==> config.mk <==
export PLATFORM = sky130hd
export DESIGN_NAME = gpio_port_with_edge_level_interrupts_core
export DESIGN_NICKNAME = d
export VERILOG_FILES = /design/src/gpioei_pkg.sv /design/src/gpio_port_with_edge_level_interrupts_core.sv /design/src/gpioei_detect.sv /design/src/gpioei_regs.sv
export VERILOG_INCLUDE_DIRS = /design/src /design/src/src
export SDC_FILE = /design/constraint.sdc
export NUM_CORES = 1
export LEC_CHECK = 0
export BUFFER_PORTS_ARGS = -buffer_cell sky130_fd_sc_hd__clkbuf_2
export CAP_MARGIN = 10
export CORE_MARGIN = 2
export CORE_UTILIZATION = 50
export DETAILED_ROUTE_END_ITERATION = 12
export GPL_ROUTABILITY_DRIVEN = 0
export PLACE_DENSITY = 0.67
export SYNTH_ARGS = -nofsm -noshare
export SYNTH_HDL_FRONTEND = slang
export SYNTH_SLANG_ARGS = --single-unit
==> constraint.sdc <==
create_clock -name i_clk -period 2.8 [get_ports i_clk]
set_input_delay 0.14 -clock i_clk [delete_from_list [all_inputs] [get_ports i_clk]]
set_output_delay 0.14 -clock i_clk [all_outputs]
set_load 0.02 [all_outputs]
==> src/gpio_port_with_edge_level_interrupts_core_assert.svh <==
// Assertion macros for the GPIO port core.
// Each macro checks a property on the rising edge of i_clk.
// Checks are switched off while the reset is held.
`ifndef GPIO_PORT_WITH_EDGE_LEVEL_INTERRUPTS_CORE_ASSERT_SVH
`define GPIO_PORT_WITH_EDGE_LEVEL_INTERRUPTS_CORE_ASSERT_SVH

// The consequent must hold in the same cycle as the antecedent.
`define GPIOEI_ASSERT_SAME(lbl, ante, cons, msg) \
    lbl: assert property (@(posedge i_clk) disable iff (!i_rst_n) \
        (ante) |-> (cons)) else $error(msg);

// The consequent must hold in the cycle after the antecedent.
`define GPIOEI_ASSERT_NEXT(lbl, ante, cons, msg) \
    lbl: assert property (@(posedge i_clk) disable iff (!i_rst_n) \
        (ante) |=> (cons)) else $error(msg);

`endif

==> src/gpioei_pkg.sv <==
package gpioei_pkg;

    // Number of pins in use; the upper bits of every byte read as zero.
    localparam int PIN_COUNT = 8;
    localparam logic [7:0] PIN_MASK = 8'((1 << PIN_COUNT) - 1);

    // Request kinds. The fourth code is unused and leaves the port alone.
    typedef enum logic [1:0] {
        FUNC_TICK  = 2'd0,
        FUNC_READ  = 2'd1,
        FUNC_WRITE = 2'd2
    } t_func;

    // Register word offsets in the 4 KB window.
    localparam logic [9:0] OFF_DIR   = 10'd256;
    localparam logic [9:0] OFF_IS    = 10'd257;
    localparam logic [9:0] OFF_IBE   = 10'd258;
    localparam logic [9:0] OFF_IEV   = 10'd259;
    localparam logic [9:0] OFF_IE    = 10'd260;
    localparam logic [9:0] OFF_RIS   = 10'd261;
    localparam logic [9:0] OFF_MIS   = 10'd262;
    localparam logic [9:0] OFF_IC    = 10'd263;
    localparam logic [9:0] OFF_AFSEL = 10'd264;

    // Identification bytes occupy the last eight words of the window.
    localparam logic [6:0] ID_PAGE = 7'd127;

    // One request as it sits in the input register.
    typedef struct packed {
        logic [1:0] func;
        logic [9:0] addr;
        logic [7:0] wdata;
        logic [7:0] pins;
    } t_req;

    // Port state after a request, as shown with every result.
    typedef struct packed {
        logic [7:0] out_data;
        logic [7:0] direction;
        logic [7:0] alt_function;
        logic [7:0] irq_lines;
    } t_port_status;

    // Peripheral and cell identification bytes.
    function automatic logic [7:0] id_byte(input logic [2:0] idx);
        logic [7:0] v;
        case (idx)
            3'd0:    v = 8'h61;
            3'd1:    v = 8'h10;
            3'd2:    v = 8'h04;
            3'd3:    v = 8'h00;
            3'd4:    v = 8'h0D;
            3'd5:    v = 8'hF0;
            3'd6:    v = 8'h05;
            default: v = 8'hB1;
        endcase
        return v;
    endfunction

endpackage

==> src/gpio_port_with_edge_level_interrupts_core.sv <==
// Eight-pin GPIO port with edge and level interrupt detection.
// Input channel: one request per accepted i_in_valid without o_in_stall:
// i_func selects a pin sample tick, a bus read or a bus write; i_addr is
// the word offset (0..255 is the masked data window), i_wdata the write
// byte and i_pins_in the current pin levels.
// Output channel: exactly one result per request, in order, on o_out_valid,
// held while i_out_stall is high. It carries the read byte (zero for ticks
// and writes) and the pin drive, output enable, alternate select and masked
// interrupt state after the request.
// A request is first held in the input register, then the decode and per-pin
// logic load the result register once it is free. One request per cycle is
// sustained while i_out_stall is low; all per-pin logic is bitwise, so the
// single pass sets the rate.
// When the receiver stalls, the result register holds and the input
// register fills; o_in_stall rises only when both are occupied.
// Reset empties both pipeline registers and clears every port register to
// zero: all pins are inputs, edge sensing on falling edges, interrupts disabled.
module gpio_port_with_edge_level_interrupts_core (
    input  logic       i_clk,
    input  logic       i_rst_n,
    input  logic       i_in_valid,
    output logic       o_in_stall,
    input  logic [1:0] i_func,
    input  logic [9:0] i_addr,
    input  logic [7:0] i_wdata,
    input  logic [7:0] i_pins_in,
    output logic       o_out_valid,
    input  logic       i_out_stall,
    output logic [7:0] o_rdata,
    output logic [7:0] o_pins_out,
    output logic [7:0] o_pins_oe,
    output logic [7:0] o_alt_select,
    output logic [7:0] o_irq_lines,
    output logic       o_irq_any
);
    import gpioei_pkg::*;

`include "gpio_port_with_edge_level_interrupts_core_assert.svh"

    logic         r_in_valid;
    t_req         r_req;
    logic         r_out_valid;
    logic [7:0]   r_rdata;
    t_port_status r_status;

    logic         out_free;
    logic         advance;
    logic         in_accept;
    logic [7:0]   rdata;
    t_port_status status;

    // Handshake: the result register frees up when empty or being taken.
    assign out_free   = !r_out_valid || !i_out_stall;
    assign advance    = r_in_valid && out_free;
    assign o_in_stall = r_in_valid && !out_free;
    assign in_accept  = i_in_valid && !o_in_stall;

    // Input register.
    always_ff @(posedge i_clk) begin
        if (!i_rst_n) begin
            r_in_valid <= 1'b0;
        end else if (in_accept) begin
            r_in_valid <= 1'b1;
        end else if (advance) begin
            r_in_valid <= 1'b0;
        end
    end

    always_ff @(posedge i_clk) begin
        if (in_accept) begin
            r_req.func  <= i_func;
            r_req.addr  <= i_addr;
            r_req.wdata <= i_wdata & PIN_MASK;
            r_req.pins  <= i_pins_in & PIN_MASK;
        end
    end

    // Register bank and request decode.
    gpioei_regs u_regs (
        .i_clk    (i_clk),
        .i_rst_n  (i_rst_n),
        .i_en     (advance),
        .i_req    (r_req),
        .o_rdata  (rdata),
        .o_status (status)
    );

    // Result register.
    always_ff @(posedge i_clk) begin
        if (!i_rst_n) begin
            r_out_valid <= 1'b0;
        end else if (advance) begin
            r_out_valid <= 1'b1;
        end else if (!i_out_stall) begin
            r_out_valid <= 1'b0;
        end
    end

    always_ff @(posedge i_clk) begin
        if (advance) begin
            r_rdata  <= rdata;
            r_status <= status;
        end
    end

    assign o_out_valid  = r_out_valid;
    assign o_rdata      = r_rdata;
    assign o_pins_out   = r_status.out_data;
    assign o_pins_oe    = r_status.direction;
    assign o_alt_select = r_status.alt_function;
    assign o_irq_lines  = r_status.irq_lines;
    assign o_irq_any    = |r_status.irq_lines;

    // A request leaving the input register always lands in the result register.
    `GPIOEI_ASSERT_NEXT(a_advance_fills_result, advance, o_out_valid, "request lost after advance")

    // Nothing can be accepted while the input register is held up.
    `GPIOEI_ASSERT_SAME(a_no_accept_when_full, r_in_valid && !out_free, !in_accept, "accept while full")

    // Results never drive pins beyond the pin count.
    `GPIOEI_ASSERT_SAME(a_pins_in_range, o_out_valid, ((o_pins_out | o_pins_oe | o_irq_lines) & ~PIN_MASK) == 8'd0, "unused pin driven")

endmodule

==> src/gpioei_detect.sv <==
module gpioei_detect (
    input  logic [7:0] i_prev_pins,
    input  logic [7:0] i_pins,
    input  logic [7:0] i_both_edges,
    input  logic [7:0] i_event_polarity,
    input  logic [7:0] i_sense_level,
    input  logic [7:0] i_raw_status,
    output logic [7:0] o_raw_status
);
    import gpioei_pkg::*;

    logic [7:0] rise;
    logic [7:0] fall;
    logic [7:0] edge_hit;
    logic [7:0] level_hit;
    logic [7:0] edge_bits;

    // Rising and falling edges against the previous sample.
    assign rise = ~i_prev_pins & i_pins;
    assign fall = i_prev_pins & ~i_pins;

    // Both-edge pins take either edge, the others the edge their polarity picks.
    assign edge_hit = (i_both_edges & (rise | fall)) |
                      (~i_both_edges & ((i_event_polarity & rise) |
                                        (~i_event_polarity & fall)));

    // A level-sensed pin is active while it matches its polarity.
    assign level_hit = ~(i_pins ^ i_event_polarity);

    // Edge bits are sticky; level bits follow the pin on every sample.
    assign edge_bits    = (i_raw_status | edge_hit) & ~i_sense_level;
    assign o_raw_status = (edge_bits | (level_hit & i_sense_level)) & PIN_MASK;

endmodule

==> src/gpioei_regs.sv <==
module gpioei_regs (
    input  logic                     i_clk,
    input  logic                     i_rst_n,
    input  logic                     i_en,
    input  gpioei_pkg::t_req         i_req,
    output logic [7:0]               o_rdata,
    output gpioei_pkg::t_port_status o_status
);
    import gpioei_pkg::*;

    logic [7:0] r_out_data,       n_out_data;
    logic [7:0] r_direction,      n_direction;
    logic [7:0] r_sense_level,    n_sense_level;
    logic [7:0] r_both_edges,     n_both_edges;
    logic [7:0] r_event_polarity, n_event_polarity;
    logic [7:0] r_int_enable,     n_int_enable;
    logic [7:0] r_raw_status,     n_raw_status;
    logic [7:0] r_alt_function,   n_alt_function;
    logic [7:0] r_prev_pins,      n_prev_pins;

    logic [7:0] sampled_raw;
    logic       in_window;
    logic [7:0] window_mask;

    assign in_window   = (i_req.addr[9:8] == 2'd0);
    assign window_mask = i_req.addr[7:0] & PIN_MASK;

    // Interrupt detection on the sampled pin levels.
    gpioei_detect u_detect (
        .i_prev_pins      (r_prev_pins),
        .i_pins           (i_req.pins),
        .i_both_edges     (r_both_edges),
        .i_event_polarity (r_event_polarity),
        .i_sense_level    (r_sense_level),
        .i_raw_status     (r_raw_status),
        .o_raw_status     (sampled_raw)
    );

    // Next state for a sample tick or a register write.
    always_comb begin
        n_out_data       = r_out_data;
        n_direction      = r_direction;
        n_sense_level    = r_sense_level;
        n_both_edges     = r_both_edges;
        n_event_polarity = r_event_polarity;
        n_int_enable     = r_int_enable;
        n_raw_status     = r_raw_status;
        n_alt_function   = r_alt_function;
        n_prev_pins      = r_prev_pins;
        if (i_req.func == FUNC_TICK) begin
            n_raw_status = sampled_raw;
            n_prev_pins  = i_req.pins;
        end else if (i_req.func == FUNC_WRITE) begin
            if (in_window) begin
                n_out_data = (r_out_data & ~window_mask) | (i_req.wdata & window_mask);
            end else begin
                unique case (i_req.addr)
                    OFF_DIR:   n_direction      = i_req.wdata;
                    OFF_IS:    n_sense_level    = i_req.wdata;
                    OFF_IBE:   n_both_edges     = i_req.wdata;
                    OFF_IEV:   n_event_polarity = i_req.wdata;
                    OFF_IE:    n_int_enable     = i_req.wdata;
                    OFF_IC:    n_raw_status     = r_raw_status &
                                                  ~(i_req.wdata & ~r_sense_level);
                    OFF_AFSEL: n_alt_function   = i_req.wdata;
                    default:   n_raw_status     = r_raw_status;
                endcase
            end
        end
    end

    // Read data comes from the state before the request.
    always_comb begin
        o_rdata = 8'd0;
        if (i_req.func == FUNC_READ) begin
            if (in_window) begin
                o_rdata = ((r_out_data & r_direction) | (i_req.pins & ~r_direction)) &
                          window_mask;
            end else begin
                unique case (i_req.addr)
                    OFF_DIR:   o_rdata = r_direction;
                    OFF_IS:    o_rdata = r_sense_level;
                    OFF_IBE:   o_rdata = r_both_edges;
                    OFF_IEV:   o_rdata = r_event_polarity;
                    OFF_IE:    o_rdata = r_int_enable;
                    OFF_RIS:   o_rdata = r_raw_status;
                    OFF_MIS:   o_rdata = r_raw_status & r_int_enable;
                    OFF_AFSEL: o_rdata = r_alt_function;
                    default: begin
                        if (i_req.addr[9:3] == ID_PAGE) begin
                            o_rdata = id_byte(i_req.addr[2:0]);
                        end
                    end
                endcase
            end
        end
    end

    // State shown with the result is the state after the request.
    assign o_status.out_data     = n_out_data & PIN_MASK;
    assign o_status.direction    = n_direction & PIN_MASK;
    assign o_status.alt_function = n_alt_function & PIN_MASK;
    assign o_status.irq_lines    = n_raw_status & n_int_enable & PIN_MASK;

    // Register bank, updated when the request moves on to the result register.
    always_ff @(posedge i_clk) begin
        if (!i_rst_n) begin
            r_out_data       <= 8'd0;
            r_direction      <= 8'd0;
            r_sense_level    <= 8'd0;
            r_both_edges     <= 8'd0;
            r_event_polarity <= 8'd0;
            r_int_enable     <= 8'd0;
            r_raw_status     <= 8'd0;
            r_alt_function   <= 8'd0;
            r_prev_pins      <= 8'd0;
        end else if (i_en) begin
            r_out_data       <= n_out_data;
            r_direction      <= n_direction;
            r_sense_level    <= n_sense_level;
            r_both_edges     <= n_both_edges;
            r_event_polarity <= n_event_polarity;
            r_int_enable     <= n_int_enable;
            r_raw_status     <= n_raw_status;
            r_alt_function   <= n_alt_function;
            r_prev_pins      <= n_prev_pins;
        end
    end

endmodule
# == Yosys cells after proc, flatten, opt, wreduce, memory -nomap -nowiden ==
# Cells that the tools add are included.
# classes
add_sub_neg,0
multipliers,0
n_div,0
magnitude_cmp,0
n_eq_ne,19
shifts,0
mux,27
bitwise,36
reduce_logical,17
# ops
operator,count
$mux W8,21
$and A8 B8 Y8,17
$eq A10 B9 Y1 const B,9
$not A8 Y8,9
$pmux W8 S8,1
$or A8 B8 Y8,7
$pmux W8 S7,1
$reduce_and A5 Y1,3
$eq A3 B3 Y1 const B,3
$reduce_or A8 Y1,1
$xor A8 B8 Y8,1
$eq A7 B7 Y1 const B,1
$eq A3 B2 Y1 const B,2
$logic_not A1 Y1,4
$logic_not A2 Y1,2
$mux W1,4
$eq A3 B1 Y1 const B,1
$logic_and A1 B1 Y1,3
$logic_not A3 Y1,1
$eq A2 B1 Y1 const B,1
$eq A2 B2 Y1 const B,1
$ne A2 B1 Y1 const B,1
$not A1 Y1,2
$reduce_and A2 Y1,1
2 further kinds,2
# totals
reg_bits,142
latch_bits,0
ramBits,0
rom_bits,0
in_bits,32
output_inout_bits,43
wordCells,119
memories,0

# == Longest topological paths before layout ==
# depth
depth_word,11
mapped_depth,8
depth_no_buf,7

# == Hierarchy ==
# From an unflattened synthesis, not the netlist that was laid out.
# hier_totals
hier_cells,692
hier_area_um2,7094.3
# by_module_without_submodules
mod,instances,cells_per_inst,area_each_um2,seq_area_each_um2
gpioei_regs,1,533,4341.7,1441.4
gpio_port_with_edge_level_interrupts_core,1,79,2142.1,2082.0
gpioei_detect,1,80,610.6,0.0

# == Worst setup path after synthesis ==
# No wires, ideal clock.
# synth_path
path_type,flip-flop to flip-flop
start,"reg r_out_valid, in the netlist o_out_valid"
end,reg u_regs.r_sense_level[5]
setup_ps,129
arrival_ps,2359
t_required_ps,2671
setup_slack_ps,312
stages_incl_launch_ff,8
path_buffers,1
synth_period_minus_slack_ps,2488
path_cell_list,dfxtp_1 nand2_1 nand2_1 inv_1 nand4_1 clkbuf_1 nand3_1 o21ai_0
# synth_via
elab_chain_len,4
# synth_lines
element,line_no,rtl
from (decl),gpio_port_with_edge_level_interrupts_core.sv:42,logic r_out_valid;
from (signal assigned),gpio_port_with_edge_level_interrupts_core.sv:91,r_out_valid <= 1'b0;
from (signal assigned),gpio_port_with_edge_level_interrupts_core.sv:93,r_out_valid <= 1'b1;
from (signal assigned),gpio_port_with_edge_level_interrupts_core.sv:95,r_out_valid <= 1'b0;
$logic_not A1 Y1,gpio_port_with_edge_level_interrupts_core.sv:53,assign out_free = !r_out_valid || !i_out_stall;
$logic_or A1 B1 Y1,gpio_port_with_edge_level_interrupts_core.sv:53,
$logic_and A1 B1 Y1,gpio_port_with_edge_level_interrupts_core.sv:54,assign advance = r_in_valid && out_free;
named net advance,gpio_port_with_edge_level_interrupts_core.sv:47,logic advance;
$reduce_and A5 Y1 (no line),n/a,
to (signal assigned),gpioei_regs.sv:120,r_sense_level <= n_sense_level;
to (decl),gpioei_regs.sv:13,"logic [7:0] r_sense_level, n_sense_level;"
# The timed path passes the listed nets, and every way through them passes these cells.
# A chain may end at the register's enable or synchronous reset.

==> results.py <==
metrics = {
    "cells_and_area": {
        "syn_to_final_growth_pct": 20.1,
        "final_cell_utilization_of_the_core_pct": 61.0,
        "regMostFlops": "r_req",
        "final_common_cell": "nand2_1",
        "layout_common_cells": "nand2_1 (87), clkbuf_2 (74), dfxtp_1 (74), edfxtp_1 (68), mux2i_1 (50)",
        "layout.cells.non_filler": 972,
        "largest_reg_flops": 28,
        "finish.net_count": 827,
        "antenna-diode-count": 0,
        "final_layout_size_suffix_gt1_share_pct": 21.0,
    },
    "setup_path": {
        "rrSetupSlack_ns": 0.22,
        "timing.critical_path.fanout_max": 11,
        "critical_path.endpoint": "o_irq_lines[5]",
        "worstRegToRegCells": 6,
        "cp_startpoint": "r_req[20]",
        "path_class": "register to register",
        "worst_setup_path_start_kind": "register",
        "reg2reg_from": "r_req[20]",
        "cp.arrival_ns": 2.75,
        "timing.critical_path.to_type": "register",
        "worstReg2RegEnd": "o_irq_lines[5]",
        "crit_required_ns": 2.97,
    },
    "synthesis": {
        "netlist_instances": 674,
        "postSynth.topFlopCell": "dfxtp_1",
        "synthesis.nets": 722,
        "synth_enable_flop_cells": 68,
        "synth.lib_cells_used.distinct": 56,
        "synth_async_sr_flop_share_pct": 0,
        "synthesis.area_mm2": 0.00703,
        "synth_area_per_cell_um2": 10.4,
        "synth.yosys.seq_area_share_pct": 50.1,
        "flip_flop_and_latch_count_after_synthesis": 142,
        "yosysWarnings": 0,
    },
    "flow_run": {
        "max-cap-violations": 0,
    },
    "timing": {
        "holdWs_ns": 0.0180,
        "max-slew-margin-rel_pct": 51.6,
        "setup_viol": 0,
        "fin_tns_setup_ns": 0,
        "rsz_0062_raised_after_global_routing": "no",
        "fin_worst_skew_ns": 0.00484,
        "hold_violations": 0,
        "post-route-period-util_pct": 92.0,
        "fmaxAchievable_ghz": 0.388,
        "setup_ws_ns": 0.223,
        "final_max_slew_viol_count": 0,
        "worst_margin_pin_slew_ns": 0.725,
        "timing.final.crit_period_ns": 2.58,
    },
    "global_routing": {
        "groute.usage.overall_pct": 26.3,
        "vias_in_the_first_global_route": 5206,
        "globalRoute.totalOverflow": 0,
        "grt_max_degree": 58,
        "wire_length_of_the_first_global_routing_pass_um": 29200,
        "number_of_antenna_violations_at_the_first_check_in_global_routing": 0,
    },
    "power_and_ir_drop": {
        "power_per_cell_area_mw_per_mm2": 541,
        "power.ir.vdd_worst_v": 0.000368,
        "power.static_leakage_uw": 0.00301,
    },
    "floorplan": {
        "die_span_in_x_um": 123,
        "die_footprint_mm2": 0.0150,
        "floorplan.initialDensity_pct": 50.8,
        "die_y_um": 123,
        "core_area_mm2": 0.0138,
        "num_io_pins": 75,
        "fp-row-count": 43,
    },
    "placement": {
        "hpwl_um": 13300,
        "post-place-cells": 911,
        "placement.io_buffers": 74,
        "detailedPlace.worstSlack_ns": 0.332,
    },
    "cts": {
        "clockRootBuffer": "clkbuf_16",
        "cts.reportedPaths.clkPinSlew_ns": 0.06,
        "cts.repair.resized": 0,
        "worst_skew_pair.late_latency_ns": 0.42,
        "cts_inserted_buffers": 17,
        "cts_setup_buffers": 0,
        "cts.sink_count": 142,
        "htree_levels": 4,
        "max_root_sink_buffers": 2,
        "cts_tree": "done",
    },
    "status": {
        "status": "complete, no violations",
    },
    "detailed_routing": {
        "routed_wl_um": 19000,
        "num_vias": 5745,
        "routedWlPerCell_um": 19.6,
        "firstDrtPassIters": 5,
        "initialDrtViolationCount": 643,
        "ant_nets": 0,
        "vias_per_cell": 5.91,
        "drc_errors": 0,
    },
    "worst_hold_path": {
        "hold_path.startpoint": "i_out_stall",
        "min-delay-path-class": "primary input to register",
    },
}
==> critical path, cell delays in order, from the launching register on <==
cell and delay (ns):
edfxtp_1 0.51, nor4_4 0.49, nand3_1 0.13, buf_4 0.22, nor2_1 0.45, nor2_1 0.10, nor3_1 0.42
==> stage by stage <==
step	power (µW)	area (µm²)
2_1_floorplan	2490	7030
3_3_place_gp	2610	7640
3_5_place_dp	2620	7640
4_1_cts	4580	8440
5_1_grt	4710	8440
6_report	4560	8440
==> area by class of cell <==
class / count / area (µm²)
timing repair buffer: 126 / 846
inverter: 20 / 75.1
fill: 1134 / 5390
sequential: 142 / 3520
clock inverter: 9 / 46.3
multi-input combinational: 472 / 3260
clock buffer: 23 / 458
tap: 180 / 225
==> power by group <==
group | internal, µW | total (µW) | leakage [µW] | switching [µW]
clock network | 1140 | 1950 | 0.000252 | 814
logic | 124 | 322 | 0.00151 | 197
registers | 2230 | 2290 | 0.00124 | 59.1
total | 3490 | 4560 | 0.00301 | 1070
==> cells in the mapped netlist, types with 16 or more instances <==
cell type  count  area [µm²]
clkbuf_1      28         105
mux2i_1       50         500
nand3_1       45         225
inv_1         19        71.3
edfxtp_1      68        2040
nand2_1       87         327
nor2b_1       30         188
nor2_1        25        93.8
mux2_2        26         293
dfxtp_1       74        1480
ha_1          16         200
o21ai_0       37         185
==> worst min-delay path by stage <==
stage	end	slack [ns]	cells after the start
after floorplan	r_req[0]	0.24	0
after global placement	r_req[9]	0.32	1
final	o_out_valid	0.02	3
after global routing	o_out_valid	0.05	3
after CTS	o_out_valid	0.02	3
after detailed placement	r_req[10]	0.32	1
==> timing repair <==
| item | CTS | global route |
|---|---|---|
| hold buffers | 29 | 0 |
| endpoints found under the hold margin | 29 | 0 |
| endpoints found under the setup margin | 0 | 0 |
==> cell families (layout without fill, tap and decap cells) <==
group                      Yosys count  after routing  synth area share, %
and+or+nand+nor                    252            252                 18.9
xor gates and xnor gates             9              9                 1.12
muxes                               79             79                 12.3
buffers and inverters               60            178                 3.44
adders and majority gates           16             16                 2.85
DFF                                142            142                 50.1
AOI/OAI and AO/OA                  116            116                 11.3
==> per-layer routing <==
metal | track usage [%] | vias to the layer above | part of all wire (%)
met5 | 0 | - | 0
met4 | 10.1 | 0 | 2.7
met3 | 5.30 | 45 | 7.1
met2 | 40.3 | 254 | 46
met1 | 36.6 | 2769 | 45
li1 | - | 2677 | -
Power figures use the tool's default switching activity.
